--- config.mk ---
export PLATFORM = sky130hd
export DESIGN_NAME = study_break_cycle_timer_top
export DESIGN_NICKNAME = d
export VERILOG_FILES = /design/src/sbct_pkg.sv /design/src/sbct_fsm.sv /design/src/study_break_cycle_timer_top.sv
export SDC_FILE = /design/constraint.sdc
export NUM_CORES = 1
export LEC_CHECK = 0
export ABC_CLOCK_PERIOD_IN_PS = 16600
export BUFFER_PORTS_ARGS = -buffer_cell sky130_fd_sc_hd__buf_2
export CAP_MARGIN = 30
export CORE_MARGIN = 1
export CORE_UTILIZATION = 62
export DETAILED_ROUTE_END_ITERATION = 6
export PLACE_DENSITY_LB_ADDON = 0.3
export SLEW_MARGIN = 20
export SYNTH_ARGS = -nofsm -noshare
export SYNTH_HDL_FRONTEND = slang
export SYNTH_SLANG_ARGS = --single-unit
--- constraint.sdc ---
create_clock -name i_clk -period 16.6 [get_ports i_clk]
set_input_delay 3.32 -clock i_clk [delete_from_list [all_inputs] [get_ports i_clk]]
set_output_delay 3.32 -clock i_clk [all_outputs]
set_load 0.005 [all_outputs]
--- src/sbct_pkg.sv ---
`timescale 1ns / 1ps
// Shared types, codes and constants for the study/break cycle timer.
// Depends on nothing; used by sbct_fsm and study_break_cycle_timer_top.
package sbct_pkg;

    // Event codes carried with every request
    localparam logic [2:0] OP_TICK = 3'd0;
    localparam logic [2:0] OP_OK   = 3'd1;
    localparam logic [2:0] OP_UP   = 3'd2;
    localparam logic [2:0] OP_DOWN = 3'd3;
    localparam logic [2:0] OP_SKIP = 3'd4;

    // Alert codes reported with a result
    localparam logic [1:0] ALERT_NONE    = 2'd0;
    localparam logic [1:0] ALERT_STUDY   = 2'd1;
    localparam logic [1:0] ALERT_BREAK   = 2'd2;
    localparam logic [1:0] ALERT_SUMMARY = 2'd3;

    // External stage numbering
    localparam logic [2:0] CODE_IDLE       = 3'd0;
    localparam logic [2:0] CODE_SET_STUDY  = 3'd1;
    localparam logic [2:0] CODE_SET_BREAK  = 3'd2;
    localparam logic [2:0] CODE_SET_ROUNDS = 3'd3;
    localparam logic [2:0] CODE_STUDY      = 3'd4;
    localparam logic [2:0] CODE_BREAK      = 3'd5;
    localparam logic [2:0] CODE_SUMMARY    = 3'd6;

    // Limits and reset values of the settings
    localparam logic [2:0] MAX_ROUNDS    = 3'd5;
    localparam logic [2:0] RESET_ROUNDS  = 3'd2;
    localparam logic [6:0] RESET_STUDY   = 7'd45;
    localparam logic [5:0] RESET_BREAK   = 6'd15;
    localparam logic [7:0] STUDY_MIN     = 8'd5;
    localparam logic [7:0] STUDY_MAX     = 8'd120;
    localparam logic [7:0] STUDY_UP_BIG  = 8'd60;
    localparam logic [7:0] STUDY_DN_BIG  = 8'd70;
    localparam logic [7:0] STUDY_STEP_LO = 8'd5;
    localparam logic [7:0] STUDY_STEP_HI = 8'd10;
    localparam logic [6:0] BREAK_MIN     = 7'd1;
    localparam logic [6:0] BREAK_MAX     = 7'd60;
    localparam logic [6:0] BREAK_UP_BIG  = 7'd10;
    localparam logic [6:0] BREAK_DN_BIG  = 7'd15;
    localparam logic [6:0] BREAK_STEP_LO = 7'd1;
    localparam logic [6:0] BREAK_STEP_HI = 7'd5;

    // Timing constants in seconds
    localparam logic [32:0] GUARD_SECONDS   = 33'd2;
    localparam logic [32:0] SUMMARY_SECONDS = 33'd60;

    // Reciprocal of 60 scaled by 2^19, exact for dividends below 7200
    localparam logic [13:0] RECIP_60   = 14'd8739;
    localparam int          RECIP_SHIFT = 19;

    // One-hot stage register
    typedef enum logic [6:0] {
        ST_IDLE       = 7'b0000001,
        ST_SET_STUDY  = 7'b0000010,
        ST_SET_BREAK  = 7'b0000100,
        ST_SET_ROUNDS = 7'b0001000,
        ST_STUDY      = 7'b0010000,
        ST_BREAK      = 7'b0100000,
        ST_SUMMARY    = 7'b1000000
    } t_stage;

    // One result item as produced by the state update
    typedef struct packed {
        logic [2:0] stage;
        logic [2:0] round_index;
        logic [2:0] round_total;
        logic [6:0] study_length;
        logic [5:0] break_length;
        logic [6:0] elapsed_minutes;
        logic [1:0] alert_pattern;
        logic       confirm_request;
        logic       key_handled;
    } t_result;

    // Map the one-hot stage onto its external number
    function automatic logic [2:0] stage_code(input t_stage st);
        logic [2:0] code;
        unique case (st)
            ST_IDLE:       code = CODE_IDLE;
            ST_SET_STUDY:  code = CODE_SET_STUDY;
            ST_SET_BREAK:  code = CODE_SET_BREAK;
            ST_SET_ROUNDS: code = CODE_SET_ROUNDS;
            ST_STUDY:      code = CODE_STUDY;
            ST_BREAK:      code = CODE_BREAK;
            ST_SUMMARY:    code = CODE_SUMMARY;
            default:       code = CODE_IDLE;
        endcase
        return code;
    endfunction

endpackage

--- src/sbct_fsm.sv ---
`timescale 1ns / 1ps
// Stage sequencer, settings registers and result formation of the timer.
// Depends on sbct_pkg; instantiated by study_break_cycle_timer_top.
module sbct_fsm (
    input  logic             i_clk,
    input  logic             i_rst_n,
    input  logic             i_en,
    input  logic [2:0]       i_opcode,
    input  logic [31:0]      i_now,
    output sbct_pkg::t_result o_result
);

    sbct_pkg::t_stage r_stage, n_stage;
    logic [2:0]  r_round, n_round;
    logic [2:0]  r_rounds, n_rounds;
    logic [6:0]  r_study, n_study;
    logic [5:0]  r_break, n_break;
    logic [31:0] r_start, n_start;

    logic        do_adv;
    logic [1:0]  alert;
    logic        confirm;
    logic        handled;
    logic        in_phase;
    logic [32:0] now_ext;
    logic [32:0] start_ext;
    logic [12:0] study_sec;
    logic [12:0] break_sec;
    logic        study_due;
    logic        break_due;
    logic        summary_due;
    logic [7:0]  study_step;
    logic [7:0]  study_adj;
    logic [6:0]  break_step;
    logic [6:0]  break_adj;

    logic [6:0]  len;
    logic [12:0] len_sec;
    logic [31:0] diff;
    logic [26:0] prod;
    logic [6:0]  elapsed;

    // Phase lengths in seconds and the expiry checks, all without wrap
    always_comb begin
        now_ext     = {1'b0, i_now};
        start_ext   = {1'b0, r_start};
        study_sec   = {r_study, 6'b0} - {4'b0, r_study, 2'b0};
        break_sec   = {1'b0, r_break, 6'b0} - {5'b0, r_break, 2'b0};
        study_due   = (now_ext + sbct_pkg::GUARD_SECONDS) >= (start_ext + {20'b0, study_sec});
        break_due   = (now_ext + sbct_pkg::GUARD_SECONDS) >= (start_ext + {20'b0, break_sec});
        summary_due = now_ext >= (start_ext + sbct_pkg::SUMMARY_SECONDS);
        in_phase    = (r_stage == sbct_pkg::ST_STUDY) || (r_stage == sbct_pkg::ST_BREAK);
    end

    // Saturating adjustment of the study and break lengths
    always_comb begin
        if (i_opcode == sbct_pkg::OP_UP) begin
            study_step = ({1'b0, r_study} >= sbct_pkg::STUDY_UP_BIG) ?
                         sbct_pkg::STUDY_STEP_HI : sbct_pkg::STUDY_STEP_LO;
            study_adj  = ({1'b0, r_study} + study_step > sbct_pkg::STUDY_MAX) ?
                         sbct_pkg::STUDY_MAX : {1'b0, r_study} + study_step;
            break_step = ({1'b0, r_break} >= sbct_pkg::BREAK_UP_BIG) ?
                         sbct_pkg::BREAK_STEP_HI : sbct_pkg::BREAK_STEP_LO;
            break_adj  = ({1'b0, r_break} + break_step > sbct_pkg::BREAK_MAX) ?
                         sbct_pkg::BREAK_MAX : {1'b0, r_break} + break_step;
        end else begin
            study_step = ({1'b0, r_study} >= sbct_pkg::STUDY_DN_BIG) ?
                         sbct_pkg::STUDY_STEP_HI : sbct_pkg::STUDY_STEP_LO;
            study_adj  = ({1'b0, r_study} >= sbct_pkg::STUDY_MIN + study_step) ?
                         {1'b0, r_study} - study_step : sbct_pkg::STUDY_MIN;
            break_step = ({1'b0, r_break} >= sbct_pkg::BREAK_DN_BIG) ?
                         sbct_pkg::BREAK_STEP_HI : sbct_pkg::BREAK_STEP_LO;
            break_adj  = ({1'b0, r_break} >= sbct_pkg::BREAK_MIN + break_step) ?
                         {1'b0, r_break} - break_step : sbct_pkg::BREAK_MIN;
        end
    end

    // Event decode and stage transitions
    always_comb begin
        n_stage  = r_stage;
        n_round  = r_round;
        n_rounds = r_rounds;
        n_study  = r_study;
        n_break  = r_break;
        n_start  = r_start;
        do_adv   = 1'b0;
        alert    = sbct_pkg::ALERT_NONE;
        confirm  = 1'b0;
        handled  = 1'b0;

        unique case (i_opcode) inside
            sbct_pkg::OP_TICK: begin
                if (r_stage == sbct_pkg::ST_STUDY) begin
                    do_adv = study_due;
                end else if (r_stage == sbct_pkg::ST_BREAK) begin
                    do_adv = break_due;
                end else if (r_stage == sbct_pkg::ST_SUMMARY) begin
                    do_adv = summary_due;
                end
            end
            sbct_pkg::OP_OK: begin
                handled = 1'b1;
                if (in_phase) begin
                    confirm = 1'b1;
                end else begin
                    do_adv = 1'b1;
                end
            end
            sbct_pkg::OP_UP, sbct_pkg::OP_DOWN: begin
                handled = 1'b1;
                if (r_stage == sbct_pkg::ST_SET_STUDY) begin
                    n_study = study_adj[6:0];
                end else if (r_stage == sbct_pkg::ST_SET_BREAK) begin
                    n_break = break_adj[5:0];
                end else if (r_stage == sbct_pkg::ST_SET_ROUNDS) begin
                    if (i_opcode == sbct_pkg::OP_UP) begin
                        if (r_rounds < sbct_pkg::MAX_ROUNDS) begin
                            n_rounds = r_rounds + 3'd1;
                        end
                    end else if (r_rounds > 3'd1) begin
                        n_rounds = r_rounds - 3'd1;
                    end
                end
            end
            sbct_pkg::OP_SKIP: begin
                do_adv = in_phase;
            end
            default: begin
            end
        endcase

        // Moving on to the next stage
        if (do_adv) begin
            unique case (r_stage)
                sbct_pkg::ST_IDLE:      n_stage = sbct_pkg::ST_SET_STUDY;
                sbct_pkg::ST_SET_STUDY: n_stage = sbct_pkg::ST_SET_BREAK;
                sbct_pkg::ST_SET_BREAK: n_stage = sbct_pkg::ST_SET_ROUNDS;
                sbct_pkg::ST_SET_ROUNDS: begin
                    n_stage = sbct_pkg::ST_STUDY;
                    n_round = 3'd1;
                    n_start = i_now;
                    alert   = sbct_pkg::ALERT_STUDY;
                end
                sbct_pkg::ST_STUDY: begin
                    n_stage = sbct_pkg::ST_BREAK;
                    n_start = i_now;
                    alert   = sbct_pkg::ALERT_BREAK;
                end
                sbct_pkg::ST_BREAK: begin
                    n_start = i_now;
                    if (r_round < r_rounds) begin
                        n_stage = sbct_pkg::ST_STUDY;
                        n_round = r_round + 3'd1;
                        alert   = sbct_pkg::ALERT_STUDY;
                    end else begin
                        n_stage = sbct_pkg::ST_SUMMARY;
                        alert   = sbct_pkg::ALERT_SUMMARY;
                    end
                end
                sbct_pkg::ST_SUMMARY: begin
                    n_stage = sbct_pkg::ST_IDLE;
                    n_round = 3'd1;
                end
                default: begin
                end
            endcase
        end
    end

    // Whole minutes into the phase after the update, capped at its length.
    // Below the cap the difference is under 7200 s, so a reciprocal multiply
    // gives the exact quotient by 60.
    always_comb begin
        len     = (n_stage == sbct_pkg::ST_STUDY) ? n_study : {1'b0, n_break};
        len_sec = {len, 6'b0} - {4'b0, len, 2'b0};
        diff    = i_now - n_start;
        prod    = diff[12:0] * sbct_pkg::RECIP_60;
        elapsed = 7'd0;
        if ((n_stage == sbct_pkg::ST_STUDY || n_stage == sbct_pkg::ST_BREAK)
            && (i_now >= n_start)) begin
            if (diff >= {19'b0, len_sec}) begin
                elapsed = len;
            end else begin
                elapsed = prod[sbct_pkg::RECIP_SHIFT +: 7];
            end
        end
    end

    // State registers, updated once per processed request
    always_ff @(posedge i_clk) begin
        if (!i_rst_n) begin
            r_stage  <= sbct_pkg::ST_IDLE;
            r_round  <= 3'd1;
            r_rounds <= sbct_pkg::RESET_ROUNDS;
            r_study  <= sbct_pkg::RESET_STUDY;
            r_break  <= sbct_pkg::RESET_BREAK;
            r_start  <= 32'd0;
        end else if (i_en) begin
            r_stage  <= n_stage;
            r_round  <= n_round;
            r_rounds <= n_rounds;
            r_study  <= n_study;
            r_break  <= n_break;
            r_start  <= n_start;
        end
    end

    // Result of this request, taken after the update
    always_comb begin
        o_result.stage           = sbct_pkg::stage_code(n_stage);
        o_result.round_index     = n_round;
        o_result.round_total     = n_rounds;
        o_result.study_length    = n_study;
        o_result.break_length    = n_break;
        o_result.elapsed_minutes = elapsed;
        o_result.alert_pattern   = alert;
        o_result.confirm_request = confirm;
        o_result.key_handled     = handled;
    end

endmodule

--- src/study_break_cycle_timer_top.sv ---
`timescale 1ns / 1ps
// Top level of the study/break cycle timer: input register, result register
// and stream handshakes. Depends on sbct_pkg and sbct_fsm.
//
// Usage: each request on the slave stream is one event. i_s_tuser carries the
// event code (tick, ok, up, down, skip confirmed) and i_s_tdata the current
// real-time clock in seconds. Every request yields exactly one result on the
// master stream, in order, holding the stage, round, settings, minutes into
// the phase, the alert raised and the ok/confirm flags.
// Path: a request is taken into the input register, processed from there into the
// result register once that register can take it, and its result is offered on
// the master stream from then on.
// Throughput: one request per cycle while the master stream takes results, set by
// the state update between the input register and the result register.
// Stall: while the result register is full and i_m_tready is low, the input
// register still takes one further request; o_s_tready then drops until the
// result is taken. Nothing is lost or repeated.
// Reset (i_rst_n low, synchronous): both registers empty, stage idle, round 1,
// study 45 min, break 15 min, two rounds, phase start 0. o_s_tready is held
// low while reset is applied, so no request is taken then.
module study_break_cycle_timer_top (
    input  logic        i_clk,
    input  logic        i_rst_n,
    input  logic        i_s_tvalid,
    output logic        o_s_tready,
    input  logic [31:0] i_s_tdata,   // [31:0] now_seconds
    input  logic [7:0]  i_s_tuser,   // [2:0] opcode, [7:3] zero
    output logic        o_m_tvalid,
    input  logic        i_m_tready,
    // [2:0] stage, [5:3] round_index, [8:6] round_total, [15:9] study_length,
    // [21:16] break_length, [28:22] elapsed_minutes, [30:29] alert_pattern,
    // [31] confirm_request, [32] key_handled, [39:33] zero
    output logic [39:0] o_m_tdata
);

    logic        r_in_valid;
    logic [2:0]  r_opcode;
    logic [31:0] r_now;
    logic        r_out_valid;
    logic [39:0] r_out_data;
    logic        proceed;
    logic        process;
    sbct_pkg::t_result result;

    // The input register moves on whenever the result register can take
    assign proceed    = !r_out_valid || i_m_tready;
    assign process    = r_in_valid && proceed;
    assign o_s_tready = i_rst_n && (!r_in_valid || proceed);

    // Input register
    always_ff @(posedge i_clk) begin
        if (!i_rst_n) begin
            r_in_valid <= 1'b0;
        end else if (o_s_tready) begin
            r_in_valid <= i_s_tvalid;
        end
    end

    always_ff @(posedge i_clk) begin
        if (o_s_tready && i_s_tvalid) begin
            r_opcode <= i_s_tuser[2:0];
            r_now    <= i_s_tdata;
        end
    end

    // State update for the request in the input register
    sbct_fsm u_fsm (
        .i_clk    (i_clk),
        .i_rst_n  (i_rst_n),
        .i_en     (process),
        .i_opcode (r_opcode),
        .i_now    (r_now),
        .o_result (result)
    );

    // Result register
    always_ff @(posedge i_clk) begin
        if (!i_rst_n) begin
            r_out_valid <= 1'b0;
        end else if (proceed) begin
            r_out_valid <= r_in_valid;
        end
    end

    always_ff @(posedge i_clk) begin
        if (process) begin
            r_out_data <= {7'b0,
                           result.key_handled,
                           result.confirm_request,
                           result.alert_pattern,
                           result.elapsed_minutes,
                           result.break_length,
                           result.study_length,
                           result.round_total,
                           result.round_index,
                           result.stage};
        end
    end

    assign o_m_tvalid = r_out_valid;
    assign o_m_tdata  = r_out_data;

endmodule
# Word level (Yosys, flattened, before mapping)
# Cells that the tools add are included.
# Widths: inputs -> output; s select.
[totals]
regBits = 128
latch_bits = 0
ramBits = 0
rom_bits = 0
input_bits = 44
word_cells = 122
memories = 0
[classes]
n_addsub = 17
multipliers = 1
div_mod_pow = 0
n_lt_le_gt_ge = 16
eq_ne = 17
n_shift = 0
n_mux = 42
bitwise_logic = 0
reduce_logical = 15
[op_table]
columns = ["operator", "n"]
rows = [
  ["$add 32x13->33", 2],
  ["$ge 33x33->1", 2],
  ["$mux 32", 2],
  ["$mux 7", 9],
  ["$pmux 7 s7", 1],
  ["$mux 6", 6],
  ["$add 32x2->33 const B", 1],
  ["$add 32x6->33 const B", 1],
  ["$ge 32x33->1", 1],
  ["$mux 3", 11],
  ["$ge 32x13->1", 1],
  ["$ge 32x32->1", 1],
  ["$sub 32x32->32", 1],
  ["$mul 13x14->26 const B", 1],
  ["$sub 13x9->13", 2],
  ["$pmux 3 s6", 1],
  ["$eq 7x2->1 const B", 2],
  ["$eq 7x3->1 const B", 2],
  ["$eq 7x4->1 const B", 2],
  ["$eq 7x5->1 const B", 2],
  ["$eq 7x6->1 const B", 2],
  ["$eq 7x7->1 const B", 2],
  ["$sub 12x8->13", 1],
  ["$ge 6x4->1 const B", 2],
  ["33 further kinds", 50],
]

# Depth between registers and ports, before layout
[depth]
depth_word = 13
ltp_mapped = 55
ltp_nobuf = 51

# Hierarchy
# From an unflattened synthesis, not the netlist that was laid out.
[unflattened]
hier_cells = 1885
hier_area_um2 = 15855.2
[by_module_without_submodules]
columns = ["mod", "n_inst", "cells_each", "area_per_inst_um2"]
rows = [
  ["sbct_fsm", 1, 1799, 13660.6],
  ["study_break_cycle_timer_top", 1, 86, 2194.6],
]

# Least setup slack after synthesis
# No wires, ideal clock.
[synth_path]
path_kind = "flip-flop to flip-flop"
from = "reg u_fsm.r_study[4]"
to = "reg r_out_data[28] (netlist: o_m_tdata[28]) (data pin)"
setup_time_ps = 275
t_arrival_ps = 11237
slack_ps = 5088
path_stages_with_launch = 49
n_path_buf = 3
cell_sequence = "dfxtp_1 > clkbuf_1 > inv_1 > ha_1 > a31o_2 > a21o_1 > a211oi_1 > xnor2_1 > ha_1 > o21a_1 > o31a_1 > o41ai_1 > nor4_1 > xnor2_1 > ha_1 > and4_1 > a221oi_1 > nor3_1 > [13 not listed] > xnor2_1 > inv_1 > ha_1 > inv_1 > fa_1 > inv_1 > fa_1 > fa_1 > ha_1 > nand4_1 > or2_2 > o22ai_1 > o2111ai_1 > a21oi_1 > a31oi_1 > xnor2_1 > nor4_1 > a211oi_2"
[synth_via]
elab_chain_len = 12
elab_cells_between_ends = 32
cone_classes = "add/sub (7); mul (1); order compare (7); eq/ne (2); mux (13); reduce/logical (2)"
[synth_rtl]
columns = ["item", "line", "text"]
rows = [
  ["start, declared", "sbct_fsm.sv:16", "logic [6:0] r_study, n_study;"],
  ["start signal, assigned", "sbct_fsm.sv:195", "r_study <= sbct_pkg::RESET_STUDY;"],
  ["start signal, assigned", "sbct_fsm.sv:202", "r_study <= n_study;"],
  ["parallel branches: the longest is 12 deep, another holds $add 32x13->33", "--", ""],
  ["end signal, assigned", "study_break_cycle_timer_top.sv:87", "r_out_data <= {7'b0,"],
  ["end, declared", "study_break_cycle_timer_top.sv:40", "logic [39:0] r_out_data;"],
]
# Several ways; the timed one is not identified.
# A chain may end at the register's enable or synchronous reset.

# Worst setup path after layout
[layout_path]
from = "reg u_fsm.r_study[1]"
to = "reg r_out_data[28] (netlist: o_m_tdata[28]) (data pin)"
[layout_via]
elab_cells_between_ends = 32
cone_classes = "add/sub (7); mul (1); order compare (7); eq/ne (2); mux (13); reduce/logical (2)"
[layout_lines]
columns = ["item", "line", "text"]
rows = [
  ["$sub 13x9->13 *", "sbct_fsm.sv:47", "study_sec = {r_study, 6'b0} - {4'b0, r_study, 2'b0};"],
  ["$add 32x13->33 *", "sbct_fsm.sv:49", "study_due = (now_ext + sbct_pkg::GUARD_SECONDS) >= (start_ext + {20'b0, study_sec});"],
  ["$ge 33x33->1 *", "sbct_fsm.sv:49", ""],
  ["$mux 1 *", "sbct_fsm.sv:93", "if (r_stage == sbct_pkg::ST_STUDY) begin"],
  ["$pmux 1 s3 *", "sbct_fsm.sv:91", "unique case (i_opcode) inside"],
  ["$mux 32 *", "sbct_fsm.sv:133", "if (do_adv) begin"],
  ["net u_fsm.n_start[0]", "sbct_fsm.sv:18", "logic [31:0] r_start, n_start;"],
  ["$sub 32x32->32", "sbct_fsm.sv:176", "diff = i_now - n_start;"],
  ["$mul 13x14->26 or $ge 32x13->1 (tied branches)", "sbct_fsm.sv:177, sbct_fsm.sv:181", ""],
  ["$mux 7", "sbct_fsm.sv:181", "if (diff >= {19'b0, len_sec}) begin"],
]
# Mark *: on every way through the listed nets, which the timed path passes. The rest lies on a longest branch.

==> summary.md <==
| Metric | Value |
|---|---|
| Largest clock skew in the final design | 0.0182 ns |
| Total negative slack | 0 ns |
| Clock Path Buffers | 2 |
| Number of nets with antenna violations after detailed routing | 0 |
| DR WL met2 | 20.0 mm |
| Post-layout utilization of the core | 0.683 |
| Worst Setup Slack post-DPL | 3.01 ns |
| Post-detailed-route wirelength per cell | 19.2 um |
| Warnings, synthesis | 0 |
| Number of storage elements in the synthesis netlist | approximately 130 |
| Met1 wire length | about 19 mm |
| Relative slew margins | 0.315 |
| Multi-input gate area in the final layout | 0.0122 mm^2 |
| Initial Util | 0.639 |
| Number of antenna violations at the first check in global routing | 0 |
| Inserted Clock Buffers | 17 |
| Crit-path slowest cell | a211oi_4 |
| Post-synth top area share | 0.205 |
| Die outline area | around 0.027 mm^2 |
| Largest fanout of any net on the critical path | 32 |
| Max-slew violations | 0 |
| Average vias per placed instance | 6.49 |
| Number of nets in the final layout | 2,283 |
| Final RePlAce weighted congestion | 0.975 |
| F_max | approximately 70 MHz |
| Floorplan die width | 164 um |
| Synth area leaders | ha_1, edfxtp_1, dfxtp_1, xnor2_1, nand2_1 |
| Leakage Power | 7.75 nW |
| Yosys top cell by area | ha_1 |
| Worst ir drop on vdd | 0.145 mV |
| Cts hold-fix bufs | 0 |
| Met3 routed wirelength | 2.97 mm |
| HPWL after detailed placement | 34.0 mm |
| Crit-path max cell delay | 0.82 ns |
| DRC viols | 0 |
| Maximum number of pins on one net before global-route repair | 70 |
| Post-synthesis cell area | 0.0163 mm^2 |
| Layout cells sized above 1 | 0.0827 |
| Most common cell type on the critical path | ha_1 |
| Number of distinct library cells after synthesis | 93 |
| TritonCTS clock tree | done |
| Buffers added on ports | between 70 and 80 |
| Final Worst Setup Slack | 2.58 ns |
| Class of the most critical setup path | register to register |
| Aggregate routed wire length | 44.0 mm |
| Outcome | complete, no violations |
| Post-Place Cell Area | 0.0168 mm^2 |
| Number of iterations in the first detailed-routing pass | 6 |
| Detailed Route Iter0 Violations | 1,231 |
| Die span in y | 164 um |
| R2r setup slk | 2.58 ns |
| Final period util | 0.845 |
| Root Buffer | clkbuf_16 |
| Most frequent cells after synthesis | ha_1, nand2_1, inv_1 |
| Gate count of the mapped netlist | 1,926 |
| Gr ovfl total | 0 |
| Number of standard-cell rows in the floorplan | 58 |
| Setup violators final | 0 |
| Number of I/O pins | 86 |
| Transition time at the pin with the least slew margin | 1.02 ns |
| Worst Hold Class | register to register |
| Final design instance area without fill | 0.0174 mm^2 |
| Critical Path Sink Type | register |
| Max-cap violation count | 0 |
| Number of endpoints with negative hold slack in the final report | 0 |
| Flip-flop and latch area | ~0.0032 mm^2 |
| Overall via count from detail_route | roughly 15,000 |
| Crit path launch type | register |
| Clock-pin slew on the worst setup and hold paths | 0.07 ns |
| Most repeated cell in the gate-level netlist after synthesis | ha_1 |
| Area delta synth->final | 6.98% |
| Std-Cell Core Area | between 0.02 and 0.03 mm^2 |
| Fraction of registers with async set or reset after synthesis | 0 |
| Power density of the placed cells | 87.5 mW/mm^2 |
| Main synth FF type | edfxtp_1 |
| Global-route wire length before repair | between 70 and 80 mm |
| Mean post-synth cell area | between 8 and 9 um^2 |
| Required arrival time at the worst endpoint | ~17 ns |
| Count of flip-flops with a built-in enable after synthesis | 68 |
| Vias in the first global route | approximately 14,000 |
| Proportion of synthesized chip area in sequential cells | 0.199 |
| Number of H-tree levels | 4 |
| Fill cells | 2,076 |
| Skew-Pair Late Insertion Delay | ~0.44 ns |
| RSZ-0062 raised after global routing | false |
| Overall track demand over capacity in global routing | 0.333 |
| Final critical path time including I/O delays and setup | 14.02 ns |
| Post-CTS Setup Repair Bufs | 0 |
| Resized cells post-CTS | 0 |
| Top layer in use | met4 |
| Diode insertion count for antenna repair | 0 |
| Clk sink count | roughly 130 |
| Arrival @ worst endpoint | roughly 14 ns |
-- cell families (layout without fill, tap and decap cells) --
logic type      count (synthesis)  in the layout  synth area share
compound gates                475            475             0.205
xor+xnor                      168            168            0.0904
fa+ha+maj                     291            291             0.235
buf+inv                       220            248            0.0532
flops                         128            128             0.199
mux                            50             50            0.0321
other cells                     1              7          0.000231
simple gates                  593            593             0.185
-- metrics by stage --
| step | total power, W | cells | hold slack [ns] |
|---|---|---|---|
| floorplan | 0.000948 | 1932 | 0.479 |
| global placement | 0.00109 | 2257 | 0.497 |
| detailed placement | 0.00112 | 2258 | 0.524 |
| CTS | 0.00152 | 2289 | 0.533 |
| global route | 0.00165 | 2290 | 0.561 |
| finish | 0.00152 | 2290 | 0.531 |
-- critical path: cells and delay by family (launching register included) --
kind | cells | cell delay (ns)
multiplexers | 1 | 0.34
AND/OR/NAND/NOR | 10 | 2.35
AO/OA/AOI/OAI | 17 | 4.40
XOR/XNOR | 4 | 1.08
adder cells (fa/ha/maj) | 10 | 3.95
flip-flops | 1 | 0.66
buffers and inverters | 5 | 0.91
-- worst paths after layout --
check | from | end | cells past startpoint
worst max-delay path | u_fsm.r_study[1]$_SDFFE_PN0P_ | o_m_tdata[28]$_SDFFCE_PN0P_ | 47
worst min-delay path | u_fsm.r_round[0]$_SDFFE_PN1P_ | u_fsm.r_round[0]$_SDFFE_PN1P_ | 2
worst max register to register | u_fsm.r_study[1]$_SDFFE_PN0P_ | o_m_tdata[28]$_SDFFCE_PN0P_ | 47
worst min register to register | u_fsm.r_round[0]$_SDFFE_PN1P_ | u_fsm.r_round[0]$_SDFFE_PN1P_ | 2
-- registers in the layout (all words and copies together), names as in the netlist --
name,flops
o_m_tdata,33
o_m_tvalid,1
r_in_valid,1
r_now,32
r_opcode,3
u_fsm.r_break,6
u_fsm.r_round,3
u_fsm.r_rounds,3
u_fsm.r_stage,7
u_fsm.r_start,32
u_fsm.r_study,7
-- report_power, final --
| group | total, W | internal, W | switching [W] |
|---|---|---|---|
| combinational | 0.000739 | 0.000321 | 0.000419 |
| sequential | 0.000386 | 0.000350 | 0.0000355 |
| clock | 0.000399 | 0.000236 | 0.000162 |
| total | 0.00152 | 0.000907 | 0.000617 |
-- layout by cell type, fill, tap and decap left out, types with 15 or more instances in the layout --
cell type / Yosys / routed
and4_1: 15 / 15
buf_2: 8 / 73
nand2b_1: 15 / 15
inv_1: 131 / 131
dfxtp_1: 60 / 60
xor2_1: 59 / 59
ha_1: 267 / 267
and3_1: 18 / 18
fa_1: 24 / 24
nor3_1: 43 / 43
o211ai_1: 23 / 23
nand2_1: 184 / 184
mux2i_1: 44 / 44
nor2b_1: 25 / 25
nor2_1: 115 / 115
a31oi_1: 24 / 24
a211oi_1: 25 / 25
xnor2_1: 109 / 109
a21o_1: 39 / 39
o211a_1: 38 / 38
a21oi_1: 111 / 111
clkbuf_16: 0 / 17
edfxtp_1: 68 / 68
nor4_1: 16 / 16
o21ai_0: 78 / 78
nand4_1: 45 / 45
nand3_1: 44 / 44
-- area by class of cell --
| cell class | count | area share |
|---|---|---|
| multi-input combinational | 1584 | 0.701 |
| sequential | 128 | 0.186 |
| inverter | 134 | 0.0290 |
| timing repair buffer | 83 | 0.0258 |
| clock buffer | 18 | 0.0247 |
| tap | 330 | 0.0237 |
| clock inverter | 13 | 0.00956 |
-- routing by layer --
| metal | vias to the layer above | GRT usage |
|---|---|---|
| met3 | 137 | 0.0389 |
| li1 | 7114 | - |
| met1 | 6990 | 0.426 |
| met5 | - | 0 |
| met4 | 0 | 0.172 |
| met2 | 614 | 0.551 |
No activity file was read; power rests on OpenSTA's default activity.
